==> config.mk <==
export PLATFORM = sky130hd
export DESIGN_NAME = gbn_ctrl
export DESIGN_NICKNAME = d
export VERILOG_FILES = /design/src/rtl/core/gbn_pkg.sv /design/src/rtl/core/gbn_ctrl.sv
export SDC_FILE = /design/constraint.sdc
export NUM_CORES = 1
export LEC_CHECK = 0
export BUFFER_PORTS_ARGS = -buffer_cell sky130_fd_sc_hd__buf_4
export CORE_MARGIN = 2
export CORE_UTILIZATION = 35
export DETAILED_ROUTE_END_ITERATION = 10
export GPL_ROUTABILITY_DRIVEN = 0
export HOLD_SLACK_MARGIN = 0.08
export PLACE_DENSITY_LB_ADDON = 0.05
export SYNTH_ARGS = -nofsm -noshare
export SYNTH_HDL_FRONTEND = slang
export SYNTH_SLANG_ARGS = --single-unit
==> constraint.sdc <==
create_clock -name clk -period 1.5 [get_ports clk]
set_input_delay 0.075 -clock clk [delete_from_list [all_inputs] [get_ports clk]]
set_output_delay 0.075 -clock clk [all_outputs]
set_load 0.01 [all_outputs]
==> src/rtl/core/gbn_pkg.sv <==
`default_nettype none
package gbn_pkg;

  localparam int SEQ_W     = 32;
  localparam int MAX_WIN   = 64;
  localparam int PAY_BYTES = 20;

  // input item kinds
  localparam logic [1:0] MODE_MSG = 2'd0;
  localparam logic [1:0] MODE_ACK = 2'd1;
  localparam logic [1:0] MODE_TMO = 2'd2;

  // result status codes
  localparam logic [2:0] ST_OK    = 3'd0;
  localparam logic [2:0] ST_FULL  = 3'd1;
  localparam logic [2:0] ST_CORR  = 3'd2;
  localparam logic [2:0] ST_STALE = 3'd3;
  localparam logic [2:0] ST_TMO   = 3'd4;

  // timer commands
  localparam logic [1:0] TC_NONE    = 2'd0;
  localparam logic [1:0] TC_START   = 2'd1;
  localparam logic [1:0] TC_STOP    = 2'd2;
  localparam logic [1:0] TC_RESTART = 2'd3;

  // register addresses (index in paddr[2])
  localparam logic REG_WINDOW  = 1'b0;
  localparam logic REG_TIMEOUT = 1'b1;

  typedef struct packed {
    logic       capture;
    logic       grp;
    logic       store;
    logic       ack_apply;
    logic       rd;
    logic       rd_tmo;
    logic       nts_inc;
    logic       tmo_clr;
    logic       tmo_inc;
    logic       load;
    logic       pkt;
    logic       last;
    logic [1:0] tcmd;
    logic [2:0] status;
  } cmd_t;

  typedef struct packed {
    logic [1:0] mode;
    logic       full;
    logic       ck_ok;
    logic       ack_good;
    logic       ack_hits_nts;
    logic       send_ok;
    logic       send_more;
    logic       at_base;
    logic       tmo_zero;
    logic       tmo_last;
  } stat_t;

  typedef struct packed {
    logic        pkt;
    logic [31:0] seq;
    logic [31:0] ck;
    logic [63:0] low;
    logic [63:0] mid;
    logic [31:0] high;
    logic [1:0]  tcmd;
    logic [15:0] dur;
    logic [2:0]  status;
    logic        last;
  } res_t;

  // sum of five bytes taken as signed
  function automatic logic signed [10:0] sum5(input logic [39:0] b);
    logic signed [10:0] s;
    s = '0;
    for (int i = 0; i < 5; i++) begin
      s = s + 11'(signed'(b[8*i +: 8]));
    end
    return s;
  endfunction

endpackage
`default_nettype wire

==> src/rtl/core/gbn_ctrl.sv <==
`default_nettype none
module gbn_ctrl (
  input  wire logic          clk,
  input  wire logic          rst_n,
  input  wire logic          in_fire,
  input  wire logic          out_tready,
  input  wire gbn_pkg::stat_t st,
  output logic               in_tready,
  output logic               out_valid,
  output gbn_pkg::cmd_t      cmd
);
  import gbn_pkg::*;

  typedef enum logic [3:0] {
    S_IDLE, S_SUM, S_CHECK, S_SEND_START, S_SEND_RD, S_SEND_LD,
    S_TMO_RD, S_TMO_LD, S_SINGLE
  } state_t;

  state_t     state_r, state_nxt;
  logic       out_valid_r, out_valid_nxt;
  logic       ack_r, ack_nxt;
  logic       started_r, started_nxt;
  logic [2:0] status_r, status_nxt;
  logic [1:0] tcmd_r, tcmd_nxt;
  logic       free;

  assign free      = !out_valid_r || out_tready;
  assign in_tready = (state_r == S_IDLE);
  assign out_valid = out_valid_r;

  always_comb begin
    state_nxt   = state_r;
    ack_nxt     = ack_r;
    started_nxt = started_r;
    status_nxt  = status_r;
    tcmd_nxt    = tcmd_r;
    cmd         = '0;
    cmd.status  = status_r;
    case (state_r)
      S_IDLE: begin
        if (in_fire) begin
          cmd.capture = 1'b1;
          state_nxt   = S_SUM;
        end
      end
      S_SUM: begin
        cmd.grp   = 1'b1;
        state_nxt = S_CHECK;
      end
      S_CHECK: begin
        ack_nxt    = 1'b0;
        status_nxt = ST_OK;
        tcmd_nxt   = TC_NONE;
        state_nxt  = S_SINGLE;
        case (st.mode)
          MODE_MSG: begin
            if (st.full) begin
              status_nxt = ST_FULL;
            end else begin
              cmd.store = 1'b1;
              state_nxt = S_SEND_START;
            end
          end
          MODE_ACK: begin
            if (!st.ck_ok) begin
              status_nxt = ST_CORR;
            end else if (!st.ack_good) begin
              status_nxt = ST_STALE;
            end else begin
              cmd.ack_apply = 1'b1;
              if (st.ack_hits_nts) begin
                ack_nxt   = 1'b1;
                state_nxt = S_SEND_START;
              end else begin
                tcmd_nxt = TC_START;
              end
            end
          end
          MODE_TMO: begin
            status_nxt  = ST_TMO;
            tcmd_nxt    = TC_START;
            cmd.tmo_clr = 1'b1;
            if (!st.tmo_zero) state_nxt = S_TMO_RD;
          end
          default: ;
        endcase
      end
      S_SEND_START: begin
        if (st.send_ok) begin
          started_nxt = st.at_base;
          state_nxt   = S_SEND_RD;
        end else begin
          tcmd_nxt  = ack_r ? TC_STOP : TC_NONE;
          state_nxt = S_SINGLE;
        end
      end
      S_SEND_RD: begin
        cmd.rd    = 1'b1;
        state_nxt = S_SEND_LD;
      end
      S_SEND_LD: begin
        if (free) begin
          cmd.load    = 1'b1;
          cmd.pkt     = 1'b1;
          cmd.nts_inc = 1'b1;
          cmd.last    = !st.send_more;
          if (!st.send_more) begin
            cmd.tcmd  = ack_r ? TC_RESTART : (started_r ? TC_START : TC_NONE);
            state_nxt = S_IDLE;
          end else begin
            state_nxt = S_SEND_RD;
          end
        end
      end
      S_TMO_RD: begin
        cmd.rd     = 1'b1;
        cmd.rd_tmo = 1'b1;
        state_nxt  = S_TMO_LD;
      end
      S_TMO_LD: begin
        if (free) begin
          cmd.load    = 1'b1;
          cmd.pkt     = 1'b1;
          cmd.tmo_inc = 1'b1;
          cmd.last    = st.tmo_last;
          if (st.tmo_last) begin
            cmd.tcmd  = TC_START;
            state_nxt = S_IDLE;
          end else begin
            state_nxt = S_TMO_RD;
          end
        end
      end
      S_SINGLE: begin
        if (free) begin
          cmd.load  = 1'b1;
          cmd.last  = 1'b1;
          cmd.tcmd  = tcmd_r;
          state_nxt = S_IDLE;
        end
      end
      default: state_nxt = S_IDLE;
    endcase
    if (cmd.load)        out_valid_nxt = 1'b1;
    else if (out_tready) out_valid_nxt = 1'b0;
    else                 out_valid_nxt = out_valid_r;
  end

  always_ff @(posedge clk) begin
    if (!rst_n) begin
      state_r     <= S_IDLE;
      out_valid_r <= 1'b0;
      ack_r       <= 1'b0;
      started_r   <= 1'b0;
      status_r    <= ST_OK;
      tcmd_r      <= TC_NONE;
    end else begin
      state_r     <= state_nxt;
      out_valid_r <= out_valid_nxt;
      ack_r       <= ack_nxt;
      started_r   <= started_nxt;
      status_r    <= status_nxt;
      tcmd_r      <= tcmd_nxt;
    end
  end

  a_load_free: assert property (@(posedge clk) disable iff (!rst_n)
    cmd.load |-> (!out_valid_r || out_tready))
    else $error("result overwritten before taken");
  a_accept_idle: assert property (@(posedge clk) disable iff (!rst_n)
    (state_r != S_IDLE) |-> !in_tready)
    else $error("item taken while busy");
  a_pkt_last_tmo: assert property (@(posedge clk) disable iff (!rst_n)
    (cmd.load && cmd.last && status_r == ST_TMO) |-> (cmd.tcmd == TC_START))
    else $error("timeout without timer start");

endmodule
`default_nettype wire

* Word-level counts from Yosys, hierarchy flattened
Index checks and enable logic that the tools add are counted.
** Word-level totals
- Bits of input ports :: 15
- Bits in registers :: 12
- Bits in latches :: 0
- ROM bits :: 0
- Memory bits (writable) :: 0
- Word-level logic and storage cells :: 89
- Output and inout port bits :: 19
- Memories :: 0
** Cells by class
- Muxes and demuxes :: 57
- Div/mod/pow operators :: 0
- Reduce and logical (&&, ||, !) cells :: 11
- Shift operators :: 0
- Equal/unequal tests :: 15
- $lt $le $gt $ge :: 0
- Bitwise operators :: 0
- Multipliers :: 0
- Add/sub/neg operators :: 0
** Operator list (count)
- $mux 4 :: 10
- $pmux 4 s9 :: 1
- $mux 1 :: 27
- $pmux 3 s3 :: 2
- $eq 4x3->1 const B :: 4
- $mux 2 :: 7
- $pmux 4 s3 :: 1
- $ne 2x2->1 const B :: 5
- $mux 3 :: 3
- $eq 4x2->1 const B :: 2
- $mux 6 :: 1
- $mux 5 :: 1
- $eq 4x1->1 const B :: 1
- $eq 4x4->1 const B :: 1
- $logic_not 4->1 :: 1
- $pmux 1 s2 :: 2
- $pmux 2 s2 :: 1
- $reduce_and 2->1 :: 2
- $reduce_and 4->1 :: 1
- $reduce_bool 2->1 :: 2
- $pmux 1 s3 :: 1
- $eq 2x1->1 const B :: 1
- $eq 2x2->1 const B :: 1
- $logic_not 1->1 :: 2
- 3 further kinds :: 3

* Depth between registers and ports, before layout
- Word-level depth :: 6
- Mapped depth :: 6
- Gate-level depth less buffers :: 6

* Least setup slack after synthesis
Ideal clock, no wire load.
- Kind :: reg2out
- Start :: register state_r[1]
- End :: output cmd[5] (netlist name)
- Slack :: -0.002 ns
- Cell stages (with the launch flop) :: 7
- Buffers on the path :: 2
- Data required time :: 1.425 ns
- Arrival :: 1.427 ns
- Path through :: dfxtp_1 -> clkbuf_1 -> clkbuf_1 -> nand2_1 -> nor3_1 -> nand2_1 -> nand3_1
** RTL lines
- start, declared :: RTL line gbn_ctrl.sv:19 : state_t state_r, state_nxt;
- start signal, assigned :: RTL line gbn_ctrl.sv:158 : state_r <= state_nxt;
- end, declared :: RTL line gbn_ctrl.sv:10 : output gbn_pkg::cmd_t cmd

==> key figures <==
Synth
  – Yosys reg bits: 12
  – Synth top area share: 26.2%
  – Async set-reset flop share out of synthesis: 0%
  – Seq/Total Area, Yosys: 26.2%
  – Ys flop type: dfxtp_1
  – Synth top area cells: dfxtp_1 26%, ha_1 6.8%, nor2b_1 5.5%
  – Mapped Cells: 123
  – Library cells used by synthesis: 39
  – Synth Net Count: 143
  – Top cells by instance count after synthesis: 12 x dfxtp_1, 12 x nor2_1, 11 x nand2_1
  – Synth warn: 0
  – Post-synthesis cell area: 916 um^2
  – Post-synth top area cell: dfxtp_1
  – Syn_area_per_cell: 7.45 um^2
  – Post-synth EDFFs: 0

Detailed routing
  – Drt first-iter violations: 31
  – Vias: 1079
  – Drt wl/cell: 14.1 um
  – Drt pass-1 iters: 4
  – DRC viols: 0
  – Final ANT Viol Nets: 0
  – Vias/cell: 5.34
  – Final wirelength: 2.84 mm

Setup path
  – Crit-path max FO: 3
  – Crit path max-delay family: simple AND/OR/NAND/NOR gates
  – Max incr delay on CP: 0.35 ns
  – Critical path type: reg -> out
  – CP Cell Sequence: nor2b_4 > nand3_2 > or3_4 > o221ai_2 > buf_4
  – Crit. End Element: primary output
  – Signal arrival time at the worst endpoint: 1.51 ns
  – Worst EP required: 1.42 ns
  – Worst path buffer plus inverter count: 1
  – Slowest CP cell: or3_4
  – Setup crit start kind: register

Power
  – Combinational share of power: 34.9%
  – Max VDD drop: 0.461 mV
  – Sequential share of power: 37.0%
  – Internal power: 0.645 mW
  – Total Power: 0.906 mW
  – Psw: 0.261 mW
  – Power per cell area: 597 nW/um^2
  – Switching share of power: 28.8%
  – Leakage: 0.651 nW
  – Clock power frac: 28.1%

STA
  – Final hold slack: 0.0878 ns
  – Slew @ Worst Pin: 0.293 ns
  – Skew final: 0.00707 ns
  – Fin. max-slew vios: 0
  – Tmin final: 1.58 ns
  – Period utilisation layout: 105%
  – Final worst slack: -0.0819 ns
  – Fmax: 632 MHz
  – RSZ-0062 raised after global routing: true
  – Final setup vio count: 2
  – Final hold viol count: 0
  – Slew headroom: 80.4%

Clocking
  – Clk buf depth: 2
  – CTS Sinks: 12
  – H-tree levels: 1
  – Root Buffer: clkbuf_4
  – Clk_lat worst skew: 0.27 ns
  – TritonCTS clock tree: done
  – CTS clk-pin slew, worst paths: 0.08 ns
  – CTS buffer count: 3

Floorplan
  – Ports: 34
  – Full die area: 3040 um^2
  – Effective utilization at floorplan: 37.0%
  – Die W: 55.2 um
  – CORE AREA: 2480 um^2
  – Row Count: 18
  – Die Span Y: 55.2 um

Global routing
  – Initial antenna violation count: 0
  – Final global-route overflow total: 0
  – Total GRT Usage: 19.2%
  – First-pass GRT wire length: 4.26 mm
  – Number of global-route vias before repair: 955
  – Largest net degree at the start of global routing: 16

Status
  – Status: finished with violations
  – Failing checks: setup timing

Job
  – Max-cap violation count: 0

Final layout
  – Layout cell share with drive strength beyond 1: 47.7%
  – Area growth syn-to-layout: 65.7%
  – # diodes: 0
  – # nets final: 193
  – Post-layout util: 61.3%

Placement
  – Port bufs: 33
  – DP Wirelength: 2.00 mm

Worst hold path
  – Hold crit path type: in -> reg
layer usage:
layer / global-route usage, % / wire length [um] / vias up
li1: - / - / 537
met1: 24.3 / 1210 / 495
met2: 34.5 / 1440 / 45
met3: 1.08 / 174 / 2
met4: 6.50 / 19 / 0
met5: 0 / 0 / -
power groups by stage:
stage               Clock (mW)  Combinational [mW]  Sequential (mW)
finish                   0.255               0.316            0.336
global route             0.277               0.341            0.337
CTS                      0.264               0.296            0.336
detailed placement           0               0.231            0.339
global placement             0               0.230            0.339
floorplan                    0               0.124            0.339
cell type report:
type / instances / area (um^2)
clock buffer: 4 / 36.3
fill: 236 / 960
inverter: 8 / 30.0
multi-input combinational: 95 / 741
sequential: 12 / 245
tap: 30 / 37.5
timing repair buffer: 53 / 428
worst register-to-register path, cell delays in order, from the launching register on:
cell and delay, ns:
dfxtp_2 0.33, or4b_4 0.60, buf_6 0.15, o31ai_2 0.19
and2_1 0.14
metrics by stage:
| stage | setup slack, ns | area (um^2) | setup TNS (ns) | std cells |
|---|---|---|---|---|
| floorplan | 0.0195 | 921 | 0 | 123 |
| global placement | 0.0581 | 1240 | 0 | 188 |
| detailed placement | -0.0169 | 1240 | -0.0169 | 188 |
| CTS | -0.0730 | 1450 | -0.144 | 202 |
| global route | -0.157 | 1520 | -0.501 | 202 |
| finish | -0.0819 | 1520 | -0.108 | 202 |
worst paths after layout:
| kind | start | endpoint | slack [ns] | depth (start not counted) |
|---|---|---|---|---|
| min reg2reg | status_r[1] | status_r[1] | 0.46 | 2 |
| max reg2reg | state_r[0] | status_r[0] | 0.03 | 4 |
| max | state_r[2] | cmd[3] | -0.08 | 5 |
| min | rst_n | ack_r | 0.09 | 2 |
what timing repair did:
item                       in CTS  in global routing
buffers inserted                8                  0
pin swaps                       9                  4
hold endpoints to repair        1                  0
setup endpoints to repair      10                 12
hold buffers                    1                  0
gates cloned                    1                  0
gates resized for setup        23                 15
registers in the layout (all words and copies together), names as in the netlist:
signal,count
tcmd_r,2
state_r,4
out_valid,1
status_r,3
ack_r,1
started_r,1
layout by cell type (no fill, tap or decap), types with 5 or more instances in the layout:
master    n
inv_1     8
buf_4    43
dfxtp_1   8
nor2_1   10
ha_1      5
nor2b_1   6
buf_6     8
and2_1    5
nand2_1  10
cell families after synthesis:
group / Yosys count / share of synthesized area [%]
flops: 12 / 26.2
fa+ha+maj: 5 / 6.83
mux: 1 / 1.09
simple gates: 60 / 35.2
buf+inv: 16 / 7.24
compound gates: 29 / 23.4
Note: power is estimated with default switching activity, not from simulation.
